**src/design/wdnr_pkg.sv**
```systemverilog
// Shared types, codes and sizes for the weighted draw block.
`default_nettype none

package wdnr_pkg;

    // Fixed field widths of the request and response words
    localparam int IDX_BITS       = 6;
    localparam int WEIGHT_IN_BITS = 16;
    localparam int RND_BITS       = 32;
    localparam int STATUS_BITS    = 2;

    // Defaults for the top-level parameters
    localparam int POOL_DEPTH_DEF  = 64;
    localparam int WEIGHT_BITS_DEF = 16;

    // Request kinds
    localparam logic KIND_WRITE = 1'b0;
    localparam logic KIND_DRAW  = 1'b1;

    // Response status codes
    typedef enum logic [STATUS_BITS-1:0] {
        ST_WRITE = 2'd0,
        ST_DRAWN = 2'd1,
        ST_NONE  = 2'd2
    } t_status;

    // Operations of the shared add/subtract unit
    typedef enum logic {
        ALU_ADD = 1'b0,
        ALU_SUB = 1'b1
    } t_alu_op;

endpackage

`default_nettype wire

```
**src/design/wdnr_if.sv**
```systemverilog
// Request and response channel interfaces of the weighted draw block.
`default_nettype none

interface wdnr_in_if;
    import wdnr_pkg::*;

    logic                      valid;
    logic                      ready;
    logic                      kind;
    logic [IDX_BITS-1:0]       slot_index;
    logic                      slot_valid;
    logic                      slot_type;
    logic [WEIGHT_IN_BITS-1:0] slot_weight;
    logic                      draw_type;
    logic [RND_BITS-1:0]       random_word;

    modport source (
        output valid, kind, slot_index, slot_valid, slot_type, slot_weight,
               draw_type, random_word,
        input  ready
    );

    modport sink (
        input  valid, kind, slot_index, slot_valid, slot_type, slot_weight,
               draw_type, random_word,
        output ready
    );
endinterface

interface wdnr_out_if;
    import wdnr_pkg::*;

    logic                   valid;
    logic                   ready;
    logic [STATUS_BITS-1:0] status;
    logic [IDX_BITS-1:0]    chosen_slot;

    modport source (
        output valid, status, chosen_slot,
        input  ready
    );

    modport sink (
        input  valid, status, chosen_slot,
        output ready
    );
endinterface

`default_nettype wire

```
**src/design/weighted_draw_no_repeat.sv**
```systemverilog
// Top level: weighted draw with no immediate repeat, sequencer around one shared adder.
//
// Usage:
//   i_req carries one request word: kind 0 writes a table slot (valid, type and a
//   weight clamped to at least one), kind 1 draws a slot of draw_type. o_rsp
//   carries one response word per request: status and chosen_slot.
//   A write raises its response in the cycle right after acceptance.
//   A draw scans the slot table once through the entry RAM (one RAM read a
//   cycle), scans again when that total is zero (as when only the last choice
//   matched), reduces random_word modulo the total (one remainder bit per
//   cycle through the shared adder) and walks the table again, subtracting
//   weights until the roll falls inside one. If the second total is zero too,
//   the response is ST_NONE.
//   One request is in flight at a time: i_req.ready is high only when idle,
//   and the response is held on o_rsp until taken, while no new word is taken;
//   the next word can be taken in the cycle after the response is taken.
//   Reset (synchronous, active low) empties all slots and forgets the last
//   choice of both types; no clearing pass runs, the block is ready at once.
//   Slot type and weight are held in RAM; only valid bits are flip-flops.
`default_nettype none

module weighted_draw_no_repeat #(
    parameter int POOL_DEPTH  = wdnr_pkg::POOL_DEPTH_DEF,
    parameter int WEIGHT_BITS = wdnr_pkg::WEIGHT_BITS_DEF
) (
    input  wire logic   i_clk,
    input  wire logic   i_rst_n,
    wdnr_in_if.sink     i_req,
    wdnr_out_if.source  o_rsp
);
    import wdnr_pkg::*;

    // Only slots reachable through the slot index field hold entries
    localparam int SLOT_DEPTH = (POOL_DEPTH < (1 << IDX_BITS)) ? POOL_DEPTH : (1 << IDX_BITS);
    localparam int IW         = $clog2(SLOT_DEPTH);
    localparam int CW         = $clog2(SLOT_DEPTH + 1);
    localparam int RAW        = $clog2(POOL_DEPTH);
    localparam int SUM_W      = WEIGHT_BITS + IW;
    localparam int AW         = SUM_W + 1;
    localparam int WEXT       = (WEIGHT_BITS > WEIGHT_IN_BITS) ? WEIGHT_BITS : WEIGHT_IN_BITS;
    localparam int BW         = $clog2(RND_BITS);
    localparam int DW         = WEIGHT_BITS + 1;

    typedef enum logic [2:0] {
        S_IDLE,
        S_SUM,
        S_DIV,
        S_WALK,
        S_RESP
    } t_state;

    t_state                 r_state, n_state;
    logic [SLOT_DEPTH-1:0]  r_valid, n_valid;
    logic [IW-1:0]          r_lc [2];
    logic [IW-1:0]          n_lc [2];
    logic [1:0]             r_lcv, n_lcv;
    logic [CW-1:0]          r_idx, n_idx;
    logic                   r_tap_vld, n_tap_vld;
    logic [IW-1:0]          r_tap_idx, n_tap_idx;
    logic                   r_skip, n_skip;
    logic                   r_type, n_type;
    logic [SUM_W-1:0]       r_acc, n_acc;
    logic [SUM_W-1:0]       r_total, n_total;
    logic [RND_BITS-1:0]    r_rnd, n_rnd;
    logic [BW-1:0]          r_bit, n_bit;
    t_status                r_status, n_status;
    logic [IDX_BITS-1:0]    r_chosen, n_chosen;

    logic                   w_we;
    logic [RAW-1:0]         w_waddr;
    logic [DW-1:0]          w_wdata;
    logic [DW-1:0]          w_rdata;
    logic                   w_rd_type;
    logic [WEIGHT_BITS-1:0] w_rd_weight;
    logic [WEXT-1:0]        w_wext;
    logic [WEIGHT_BITS-1:0] w_wclamp;
    logic                   w_in_range;
    logic                   w_excluded;
    logic                   w_counted;
    logic                   w_issue;
    logic                   w_drained;
    logic [AW-1:0]          w_shifted;
    t_alu_op                w_op;
    logic [AW-1:0]          w_a;
    logic [AW-1:0]          w_b;
    logic [AW-1:0]          w_res;
    logic                   w_carry;

    // Saturate the written weight to the table width, store zero as one
    always_comb begin
        w_wext   = WEXT'(i_req.slot_weight);
        w_wclamp = (w_wext > WEXT'({WEIGHT_BITS{1'b1}})) ? {WEIGHT_BITS{1'b1}}
                                                         : WEIGHT_BITS'(w_wext);
        if (w_wclamp == '0) begin
            w_wclamp = WEIGHT_BITS'(1);
        end
        w_in_range = (32'(i_req.slot_index) < SLOT_DEPTH);
    end

    assign w_we    = i_req.valid && i_req.ready && (i_req.kind == KIND_WRITE) && w_in_range;
    assign w_waddr = RAW'(i_req.slot_index);
    assign w_wdata = {i_req.slot_type, w_wclamp};

    wdnr_ram #(
        .WIDTH (DW),
        .DEPTH (POOL_DEPTH)
    ) u_entry_ram (
        .i_clk   (i_clk),
        .i_we    (w_we),
        .i_waddr (w_waddr),
        .i_wdata (w_wdata),
        .i_raddr (RAW'(r_idx[IW-1:0])),
        .o_rdata (w_rdata)
    );

    assign w_rd_type   = w_rdata[DW-1];
    assign w_rd_weight = w_rdata[WEIGHT_BITS-1:0];

    // Decide whether the slot read last cycle takes part in this scan
    always_comb begin
        w_excluded = r_skip && r_lcv[r_type] && (r_lc[r_type] == r_tap_idx);
        w_counted  = r_tap_vld && r_valid[r_tap_idx] && (w_rd_type == r_type) && !w_excluded;
        w_issue    = (r_idx != CW'(SLOT_DEPTH));
        w_drained  = !w_issue && !r_tap_vld;
        w_shifted  = {r_acc, r_rnd[RND_BITS-1]};
    end

    // Steer the shared unit: sum weights, trial subtract, or walk down the roll
    always_comb begin
        w_op = ALU_ADD;
        w_a  = AW'(r_acc);
        w_b  = AW'(w_rd_weight);
        if (r_state == S_DIV) begin
            w_op = ALU_SUB;
            w_a  = w_shifted;
            w_b  = AW'(r_total);
        end else if (r_state == S_WALK) begin
            w_op = ALU_SUB;
        end
    end

    wdnr_alu #(
        .WIDTH (AW)
    ) u_alu (
        .i_op    (w_op),
        .i_a     (w_a),
        .i_b     (w_b),
        .o_res   (w_res),
        .o_carry (w_carry)
    );

    // Sequencer
    always_comb begin
        n_state   = r_state;
        n_valid   = r_valid;
        n_lc      = r_lc;
        n_lcv     = r_lcv;
        n_idx     = r_idx;
        n_tap_vld = 1'b0;
        n_tap_idx = r_idx[IW-1:0];
        n_skip    = r_skip;
        n_type    = r_type;
        n_acc     = r_acc;
        n_total   = r_total;
        n_rnd     = r_rnd;
        n_bit     = r_bit;
        n_status  = r_status;
        n_chosen  = r_chosen;

        unique case (r_state)
            S_IDLE: begin
                if (i_req.valid) begin
                    if (i_req.kind == KIND_WRITE) begin
                        if (w_in_range) begin
                            n_valid[i_req.slot_index[IW-1:0]] = i_req.slot_valid;
                        end
                        n_status = ST_WRITE;
                        n_chosen = '0;
                        n_state  = S_RESP;
                    end else begin
                        n_type  = i_req.draw_type;
                        n_rnd   = i_req.random_word;
                        n_skip  = 1'b1;
                        n_acc   = '0;
                        n_idx   = '0;
                        n_state = S_SUM;
                    end
                end
            end
            S_SUM: begin
                // Issue one read a cycle, add the weight that comes back
                if (w_issue) begin
                    n_tap_vld = 1'b1;
                    n_idx     = r_idx + CW'(1);
                end
                if (w_counted) begin
                    n_acc = SUM_W'(w_res);
                end
                if (w_drained) begin
                    n_idx = '0;
                    if (r_acc != '0) begin
                        n_total = r_acc;
                        n_acc   = '0;
                        n_bit   = '0;
                        n_state = S_DIV;
                    end else if (r_skip) begin
                        n_skip = 1'b0;
                    end else begin
                        n_status = ST_NONE;
                        n_chosen = '0;
                        n_state  = S_RESP;
                    end
                end
            end
            S_DIV: begin
                // Bring in one dividend bit, keep the difference when it fits
                n_acc = w_carry ? SUM_W'(w_res) : SUM_W'(w_shifted);
                n_rnd = r_rnd << 1;
                n_bit = r_bit + BW'(1);
                if (r_bit == BW'(RND_BITS - 1)) begin
                    n_idx   = '0;
                    n_state = S_WALK;
                end
            end
            S_WALK: begin
                if (w_issue) begin
                    n_tap_vld = 1'b1;
                    n_idx     = r_idx + CW'(1);
                end
                if (w_counted) begin
                    if (!w_carry) begin
                        // Roll falls inside this slot's weight
                        n_lc[r_type]  = r_tap_idx;
                        n_lcv[r_type] = 1'b1;
                        n_status      = ST_DRAWN;
                        n_chosen      = IDX_BITS'(r_tap_idx);
                        n_tap_vld     = 1'b0;
                        n_state       = S_RESP;
                    end else begin
                        n_acc = SUM_W'(w_res);
                    end
                end else if (w_drained) begin
                    n_status = ST_NONE;
                    n_chosen = '0;
                    n_state  = S_RESP;
                end
            end
            S_RESP: begin
                if (o_rsp.ready) begin
                    n_state = S_IDLE;
                end
            end
            default: begin
                n_state = S_IDLE;
            end
        endcase
    end

    // Hold state, control and registered outputs
    always_ff @(posedge i_clk) begin
        if (!i_rst_n) begin
            r_state   <= S_IDLE;
            r_valid   <= '0;
            r_lc[0]   <= '0;
            r_lc[1]   <= '0;
            r_lcv     <= '0;
            r_idx     <= '0;
            r_tap_vld <= 1'b0;
            r_skip    <= 1'b0;
            r_bit     <= '0;
        end else begin
            r_state   <= n_state;
            r_valid   <= n_valid;
            r_lc      <= n_lc;
            r_lcv     <= n_lcv;
            r_idx     <= n_idx;
            r_tap_vld <= n_tap_vld;
            r_skip    <= n_skip;
            r_bit     <= n_bit;
        end
        r_tap_idx <= n_tap_idx;
        r_type    <= n_type;
        r_acc     <= n_acc;
        r_total   <= n_total;
        r_rnd     <= n_rnd;
        r_status  <= n_status;
        r_chosen  <= n_chosen;
    end

    assign i_req.ready       = (r_state == S_IDLE);
    assign o_rsp.valid       = (r_state == S_RESP);
    assign o_rsp.status      = r_status;
    assign o_rsp.chosen_slot = r_chosen;

`ifndef SYNTHESIS
    // Remainder stays below the divisor throughout the modulo
    a_div_rem: assert property (@(posedge i_clk) disable iff (!i_rst_n)
        (r_state == S_DIV) |-> ((r_total != '0) && (r_acc < r_total)))
        else $error("modulo remainder not below total");

    // The walk always ends on a slot once a nonzero total was found
    a_walk_finds: assert property (@(posedge i_clk) disable iff (!i_rst_n)
        !((r_state == S_WALK) && w_drained && !w_counted))
        else $error("walk ran past the table without a pick");

    // A drawn response leaves the last choice of its type recorded
    a_drawn_recorded: assert property (@(posedge i_clk) disable iff (!i_rst_n)
        (o_rsp.valid && (r_status == ST_DRAWN)) |->
        (r_lcv[r_type] && (IDX_BITS'(r_lc[r_type]) == r_chosen)))
        else $error("drawn slot not recorded as last choice");

    // Responses other than a draw carry slot zero
    a_chosen_zero: assert property (@(posedge i_clk) disable iff (!i_rst_n)
        (o_rsp.valid && (r_status != ST_DRAWN)) |-> (r_chosen == '0))
        else $error("nonzero slot on a write or empty response");

    // Reset drops any pending response
    a_reset_idle: assert property (@(posedge i_clk)
        !i_rst_n |=> (!o_rsp.valid && i_req.ready))
        else $error("block not idle after reset");
`endif

endmodule

`default_nettype wire

```
**src/design/wdnr_ram.sv**
```systemverilog
// Generic simple dual-port RAM with one write port and a registered read port.
`default_nettype none

module wdnr_ram #(
    parameter int WIDTH = 17,
    parameter int DEPTH = 64
) (
    input  wire logic                     i_clk,
    input  wire logic                     i_we,
    input  wire logic [$clog2(DEPTH)-1:0] i_waddr,
    input  wire logic [WIDTH-1:0]         i_wdata,
    input  wire logic [$clog2(DEPTH)-1:0] i_raddr,
    output logic      [WIDTH-1:0]         o_rdata
);

    logic [WIDTH-1:0] r_mem [DEPTH];

    // Write one word, register the read word
    always_ff @(posedge i_clk) begin
        if (i_we) begin
            r_mem[i_waddr] <= i_wdata;
        end
        o_rdata <= r_mem[i_raddr];
    end

endmodule

`default_nettype wire

```
**src/design/wdnr_alu.sv**
```systemverilog
// Shared add/subtract unit with carry out, used for sums, modulo and the walk.
`default_nettype none

module wdnr_alu #(
    parameter int WIDTH = 23
) (
    input  wire wdnr_pkg::t_alu_op   i_op,
    input  wire logic [WIDTH-1:0]    i_a,
    input  wire logic [WIDTH-1:0]    i_b,
    output logic      [WIDTH-1:0]    o_res,
    output logic                     o_carry
);
    import wdnr_pkg::*;

    logic [WIDTH-1:0] w_b;
    logic             w_cin;

    // Invert the second operand and add one to subtract
    always_comb begin
        w_b   = (i_op == ALU_SUB) ? ~i_b : i_b;
        w_cin = (i_op == ALU_SUB);
    end

    // Carry set on subtract means a >= b
    assign {o_carry, o_res} = {1'b0, i_a} + {1'b0, w_b} + {{WIDTH{1'b0}}, w_cin};

endmodule

`default_nettype wire
```
**src/flat_wrapper.sv**
```systemverilog
// flat-port wrapper written by rule: the top's interface ports become plain ports
module weighted_draw_no_repeat_flat import wdnr_pkg::*;
#(
    parameter int POOL_DEPTH  = wdnr_pkg::POOL_DEPTH_DEF,
    parameter int WEIGHT_BITS = wdnr_pkg::WEIGHT_BITS_DEF
)
  (i_clk, i_rst_n, i_req_valid, i_req_kind, i_req_slot_index, i_req_slot_valid, i_req_slot_type, i_req_slot_weight, i_req_draw_type, i_req_random_word, i_req_ready, o_rsp_valid, o_rsp_status, o_rsp_chosen_slot, o_rsp_ready);
  wdnr_in_if i_req_i ();
  wdnr_out_if o_rsp_i ();
  input  wire logic i_clk;
  input  wire logic i_rst_n;
  input wire logic [$bits(i_req_i.valid)-1:0] i_req_valid;
  input wire logic [$bits(i_req_i.kind)-1:0] i_req_kind;
  input wire logic [$bits(i_req_i.slot_index)-1:0] i_req_slot_index;
  input wire logic [$bits(i_req_i.slot_valid)-1:0] i_req_slot_valid;
  input wire logic [$bits(i_req_i.slot_type)-1:0] i_req_slot_type;
  input wire logic [$bits(i_req_i.slot_weight)-1:0] i_req_slot_weight;
  input wire logic [$bits(i_req_i.draw_type)-1:0] i_req_draw_type;
  input wire logic [$bits(i_req_i.random_word)-1:0] i_req_random_word;
  output wire logic [$bits(i_req_i.ready)-1:0] i_req_ready;
  output wire logic [$bits(o_rsp_i.valid)-1:0] o_rsp_valid;
  output wire logic [$bits(o_rsp_i.status)-1:0] o_rsp_status;
  output wire logic [$bits(o_rsp_i.chosen_slot)-1:0] o_rsp_chosen_slot;
  input wire logic [$bits(o_rsp_i.ready)-1:0] o_rsp_ready;
  assign i_req_i.valid = i_req_valid;
  assign i_req_i.kind = i_req_kind;
  assign i_req_i.slot_index = i_req_slot_index;
  assign i_req_i.slot_valid = i_req_slot_valid;
  assign i_req_i.slot_type = i_req_slot_type;
  assign i_req_i.slot_weight = i_req_slot_weight;
  assign i_req_i.draw_type = i_req_draw_type;
  assign i_req_i.random_word = i_req_random_word;
  assign i_req_ready = i_req_i.ready;
  assign o_rsp_valid = o_rsp_i.valid;
  assign o_rsp_status = o_rsp_i.status;
  assign o_rsp_chosen_slot = o_rsp_i.chosen_slot;
  assign o_rsp_i.ready = o_rsp_ready;
  weighted_draw_no_repeat #(.POOL_DEPTH(POOL_DEPTH), .WEIGHT_BITS(WEIGHT_BITS)) u_core (.i_clk(i_clk), .i_rst_n(i_rst_n), .i_req(i_req_i), .o_rsp(o_rsp_i));
endmodule
```
**config.mk**
```make
export PLATFORM = sky130hd
export DESIGN_NAME = weighted_draw_no_repeat_flat
export DESIGN_NICKNAME = d
export VERILOG_FILES = /design/src/design/wdnr_pkg.sv /design/src/design/wdnr_if.sv /design/src/design/weighted_draw_no_repeat.sv /design/src/design/wdnr_ram.sv /design/src/design/wdnr_alu.sv /design/src/flat_wrapper.sv
export SDC_FILE = /design/constraint.sdc
export NUM_CORES = 2
export LEC_CHECK = 0
export ABC_AREA = 1
export BUFFER_PORTS_ARGS = -buffer_cell sky130_fd_sc_hd__buf_2
export CAP_MARGIN = 20
export CORE_MARGIN = 2
export CORE_UTILIZATION = 50
export CTS_CLUSTER_DIAMETER = 120
export CTS_CLUSTER_SIZE = 8
export DETAILED_ROUTE_END_ITERATION = 10
export PLACE_DENSITY = 0.66
export SYNTH_ARGS = -nofsm -noshare
export SYNTH_HDL_FRONTEND = slang
export SYNTH_SLANG_ARGS = --single-unit
export TNS_END_PERCENT = 20
```
**constraint.sdc**
```tcl
create_clock -name i_clk -period 6.1 [get_ports i_clk]
set_input_delay 0.915 -clock i_clk [delete_from_list [all_inputs] [get_ports i_clk]]
set_output_delay 0.915 -clock i_clk [all_outputs]
set_load 0.005 [all_outputs]
```
==> run_results.csv <==
group,metric,value,unit
min_path,timing.hold.worst.start,"i_req_draw_type",
worst_setup_path,r2r-start,"u_core.r_state[1]",
place,gp_routability_congestion,0.888,
worst_setup_path,critical_path_peak_fanout,17,
worst_setup_path,worst_r2r_endpoint,"u_core.r_acc[13]",
cts,number_of_resized_instances_in_the_post_cts_repair_step,0,
cts,cts-root-buf,"sky130_fd_sc_hd__clkbuf_16",
die,core_area,105000,µm²
timing,fin_worst_skew,0.0412,ns
timing,timing.final.max_slew_violations,0,
cts,clk_pin_slew,0.05,ns
timing,post-route-period-util,0.812,
final_layout,multiInputGateArea,14000,µm²
run_status,violations,"DRC",
cts,worst_skew_pair.late_latency,0.77,ns
route,avgRoutedWirePerCell,24.3,µm
place,port_buffers,71,
final_layout,layout.cells.most_common_list,"sky130_fd_sc_hd__edfxtp_1 (1173), sky130_fd_sc_hd__o21ai_0 (665), sky130_fd_sc_hd__nor2_1 (638)",
synthesis,synthDominantAreaCellType,"sky130_fd_sc_hd__edfxtp_1",
timing,holdWs,0.338,ns
route,wirelength,147,mm
route,final_antenna_net_count,0,
die,floorplan.initialDensity,0.505,
timing,setup-violations-final,0,
timing,max-slew-margin-rel,0.253,
min_path,whs_path_depth,1,
place,place_inst,5786,
timing,rsz0062_at_grt,"false",
synthesis,synth-seq-cells,1291,
route,residual_drc,14,
pwr,irDropWorstVdd,256,µV
die,height_of_the_die,330,µm
cts,ctsHtreeMaxLevel,4,
worst_setup_path,cp-start-kind,"flip-flop",
route,dr_total_vias,36900,
route,detail_route.vias_per_cell,6.09,
cts,hold_buffers,0,
timing,max_freq,202,MHz
synthesis,dominantRegCellSynth,"sky130_fd_sc_hd__edfxtp_1",
timing,tightestPinTransition,1.11,ns
final_layout,finish.cell_count_without_fillers,6057,
synthesis,postSynth.asyncResetShare,0,
place,place_hpwl,80.2,mm
worst_setup_path,critical_path_class,"flip-flop to flip-flop",
cts,numCtsBuffers,179,
cts,cts_buffer_depth,3,
global_routing,grt_max_degree,177,
synthesis,synth_cell_types,58,
synthesis,synthesis.area,53200,µm²
final_layout,layout.filler_cells,8521,
synthesis,synthCells,4520,
final_layout,final-seq-area,37600,µm²
synthesis,ys_top_cells_by_area,"sky130_fd_sc_hd__edfxtp_1 (66%), sky130_fd_sc_hd__o21ai_0 (6.3%), sky130_fd_sc_hd__nor2_1 (5.0%)",
timing,final_period_minus_worst_setup_slack,4.95,ns
global_routing,track_usage,0.267,
cts,cts_setup_buffers,0,
final_layout,layout-area-overhead-vs-synth,13.3,%
global_routing,overflow,0,
pwr,p_int,16900,µW
min_path,min_to,"u_core.r_type",
synthesis,yosys_warnings,0,
synthesis,postSynthAreaPerCell,11.8,µm²
die,ioPinCount,72,
die,die_width,330,µm
synthesis,synth_enable_flop_cells,1173,
pwr,swShare,0.307,
cts,cts_num_sinks,1291,
route,firstDrtPassIters,11,
timing,final_setup_tns,0,ns
final_layout,most_common_cell_after_layout_fill_and_taps_aside,"sky130_fd_sc_hd__edfxtp_1",
pwr,p_seq_frac,0.424,
pwr,power.static_leakage,0.0203,µW
worst_setup_path,critical_path_required,6.55,ns
run_status,status,"finished, violations left",
pwr,clock_power_share,0.366,
synthesis,synth_fp_nets,4608,
synthesis,area_share_of_the_largest_cell_type_after_synthesis,0.662,
die,floorplan.rows,119,
min_path,worst_hold_path_type,"primary input to flip-flop",
synthesis,ys_seq_area_frac,0.707,
global_routing,number_of_antenna_violations_at_the_first_check_in_global_routing,8,
timing,hold_viol_final,0,
die,dieArea,109000,µm²
worst_setup_path,worst_path_arrival,5.40,ns
pwr,part_of_the_total_power_dissipated_in_combinational_logic,0.211,
route,drt-initial-drc-count,4641,
pwr,power.switching,7500,µW
cts,cts_tree,"yes",
final_layout,fin_nets,4666,
pwr,power_per_cell_area,406,nW/µm²
final_layout,post_route_cells_drive_above_1_share,0.107,
worst_setup_path,timing.critical_path.to_type,"flip-flop",
global_routing,grt_pass1_vias,34600,
worst_setup_path,ff2ff_setup_slack,1.15,ns
worst_setup_path,reg2regPathDepth,15,
global_routing,wire_length_of_the_first_global_routing_pass,218,mm
job,max_cap_viol_count,0,
how the worst max path moves through the flow:
| stage | start | end | slack, ns |
|---|---|---|---|
| 4_1_cts | u_core.r_state[1] | u_core.r_acc[4] | 1.19 |
| 3_3_place_gp | u_core.r_state[1] | u_core.r_acc[13] | 1.25 |
| 5_1_grt | u_core.r_state[1] | u_core.r_acc[4] | 0.72 |
| 2_1_floorplan | u_core.r_state[2] | u_core.r_acc[0] | 1.84 |
| 6_report | u_core.r_state[1] | u_core.r_acc[13] | 1.15 |
| 3_5_place_dp | u_core.r_state[1] | u_core.r_acc[13] | 1.20 |
power by group through the flow:
stage | logic [µW] | registers, µW | clock network [µW]
2_1_floorplan | 3660 | 10400 | 0
3_3_place_gp | 5020 | 10500 | 0
3_5_place_dp | 5060 | 10500 | 0
4_1_cts | 5090 | 10300 | 9040
5_1_grt | 5680 | 10400 | 9410
6_report | 5150 | 10400 | 8930
registers in the layout, indices dropped and copies added, names as in the netlist:
name and count:
u_core.o_rsp.chosen_slot 6, u_core.o_rsp.status 2, u_core.r_acc 22, u_core.r_bit 5, u_core.r_idx 7, u_core.r_lc 12
u_core.r_lcv 2, u_core.r_rnd 32, u_core.r_skip 1, u_core.r_state 3, u_core.r_tap_idx 6, u_core.r_tap_vld 1
u_core.r_total 22, u_core.r_type 1, u_core.r_valid 64, u_core.u_entry_ram.o_rdata 17, u_core.u_entry_ram.r_mem 1088
kinds of logic (layout without fill, tap and decap cells):
family,Yosys count,in the layout,share of synthesized area
compound gates,1215,1215,0.131
xor+xnor,23,23,0.00379
fa+ha+maj,26,26,0.00626
buf+inv,441,578,0.0338
flops,1291,1291,0.707
other cells,0,9,0
simple gates,1524,1524,0.119
layer usage:
metal | global-route usage | vias up | wire length, µm
met2 | 0.408 | 1697 | 67100
met1 | 0.377 | 18200 | 61300
met5 | 0 | - | 0
met4 | 0.119 | 0 | 6230
met3 | 0.0457 | 329 | 12700
li1 | - | 16600 | -
metrics by stage:
step / utilization / setup slack (ns) / power (µW) / cell area, µm²
2_1_floorplan: - / 1.84 / 14100 / 53200
3_3_place_gp: 0.523 / 1.25 / 15500 / 55100
3_5_place_dp: 0.524 / 1.20 / 15600 / 55200
4_1_cts: 0.571 / 1.19 / 24500 / 60200
5_1_grt: 0.572 / 0.720 / 25500 / 60300
6_report: 0.572 / 1.15 / 24400 / 60300
cells in the mapped netlist (32+ instances only):
library cell,count
sky130_fd_sc_hd__edfxtp_1,1173
sky130_fd_sc_hd__nor2_1,705
sky130_fd_sc_hd__o21ai_0,665
sky130_fd_sc_hd__nand2_1,520
sky130_fd_sc_hd__clkbuf_1,228
sky130_fd_sc_hd__o22ai_1,189
sky130_fd_sc_hd__nand3_1,165
sky130_fd_sc_hd__a21oi_1,139
sky130_fd_sc_hd__dfxtp_1,118
sky130_fd_sc_hd__inv_1,118
sky130_fd_sc_hd__o211ai_1,76
sky130_fd_sc_hd__o221ai_1,75
sky130_fd_sc_hd__buf_2,57
sky130_fd_sc_hd__nor3_1,35
sky130_fd_sc_hd__nand4_1,32
area by class of cell:
type / instances / area share
Sequential cell: 1291 / 0.624
Multi-Input combinational cell: 2788 / 0.233
Clock buffer: 246 / 0.0789
Tap cell: 1391 / 0.0289
Timing Repair Buffer: 183 / 0.0225
Inverter: 135 / 0.00868
Clock inverter: 14 / 0.00407
Antenna cell: 9 / 0.000374
worst max-delay path, cell delays in order, from the launching register on:
cell and delay, ns:
sky130_fd_sc_hd__dfxtp_1 0.62, sky130_fd_sc_hd__nand2_2 0.33, sky130_fd_sc_hd__nand2_1 0.49, sky130_fd_sc_hd__clkinv_1 0.63
sky130_fd_sc_hd__nand2_1 0.20, sky130_fd_sc_hd__o211ai_1 0.11, sky130_fd_sc_hd__ha_1 0.40, sky130_fd_sc_hd__nand2_1 0.12
sky130_fd_sc_hd__nor2_1 0.15, sky130_fd_sc_hd__inv_1 0.09, sky130_fd_sc_hd__nor3_2 0.29, sky130_fd_sc_hd__nand2_4 0.10
sky130_fd_sc_hd__nand2_2 0.07, sky130_fd_sc_hd__inv_1 0.19, sky130_fd_sc_hd__a21oi_2 0.47, sky130_fd_sc_hd__buf_4 0.35
Power figures use the tool's default switching activity.
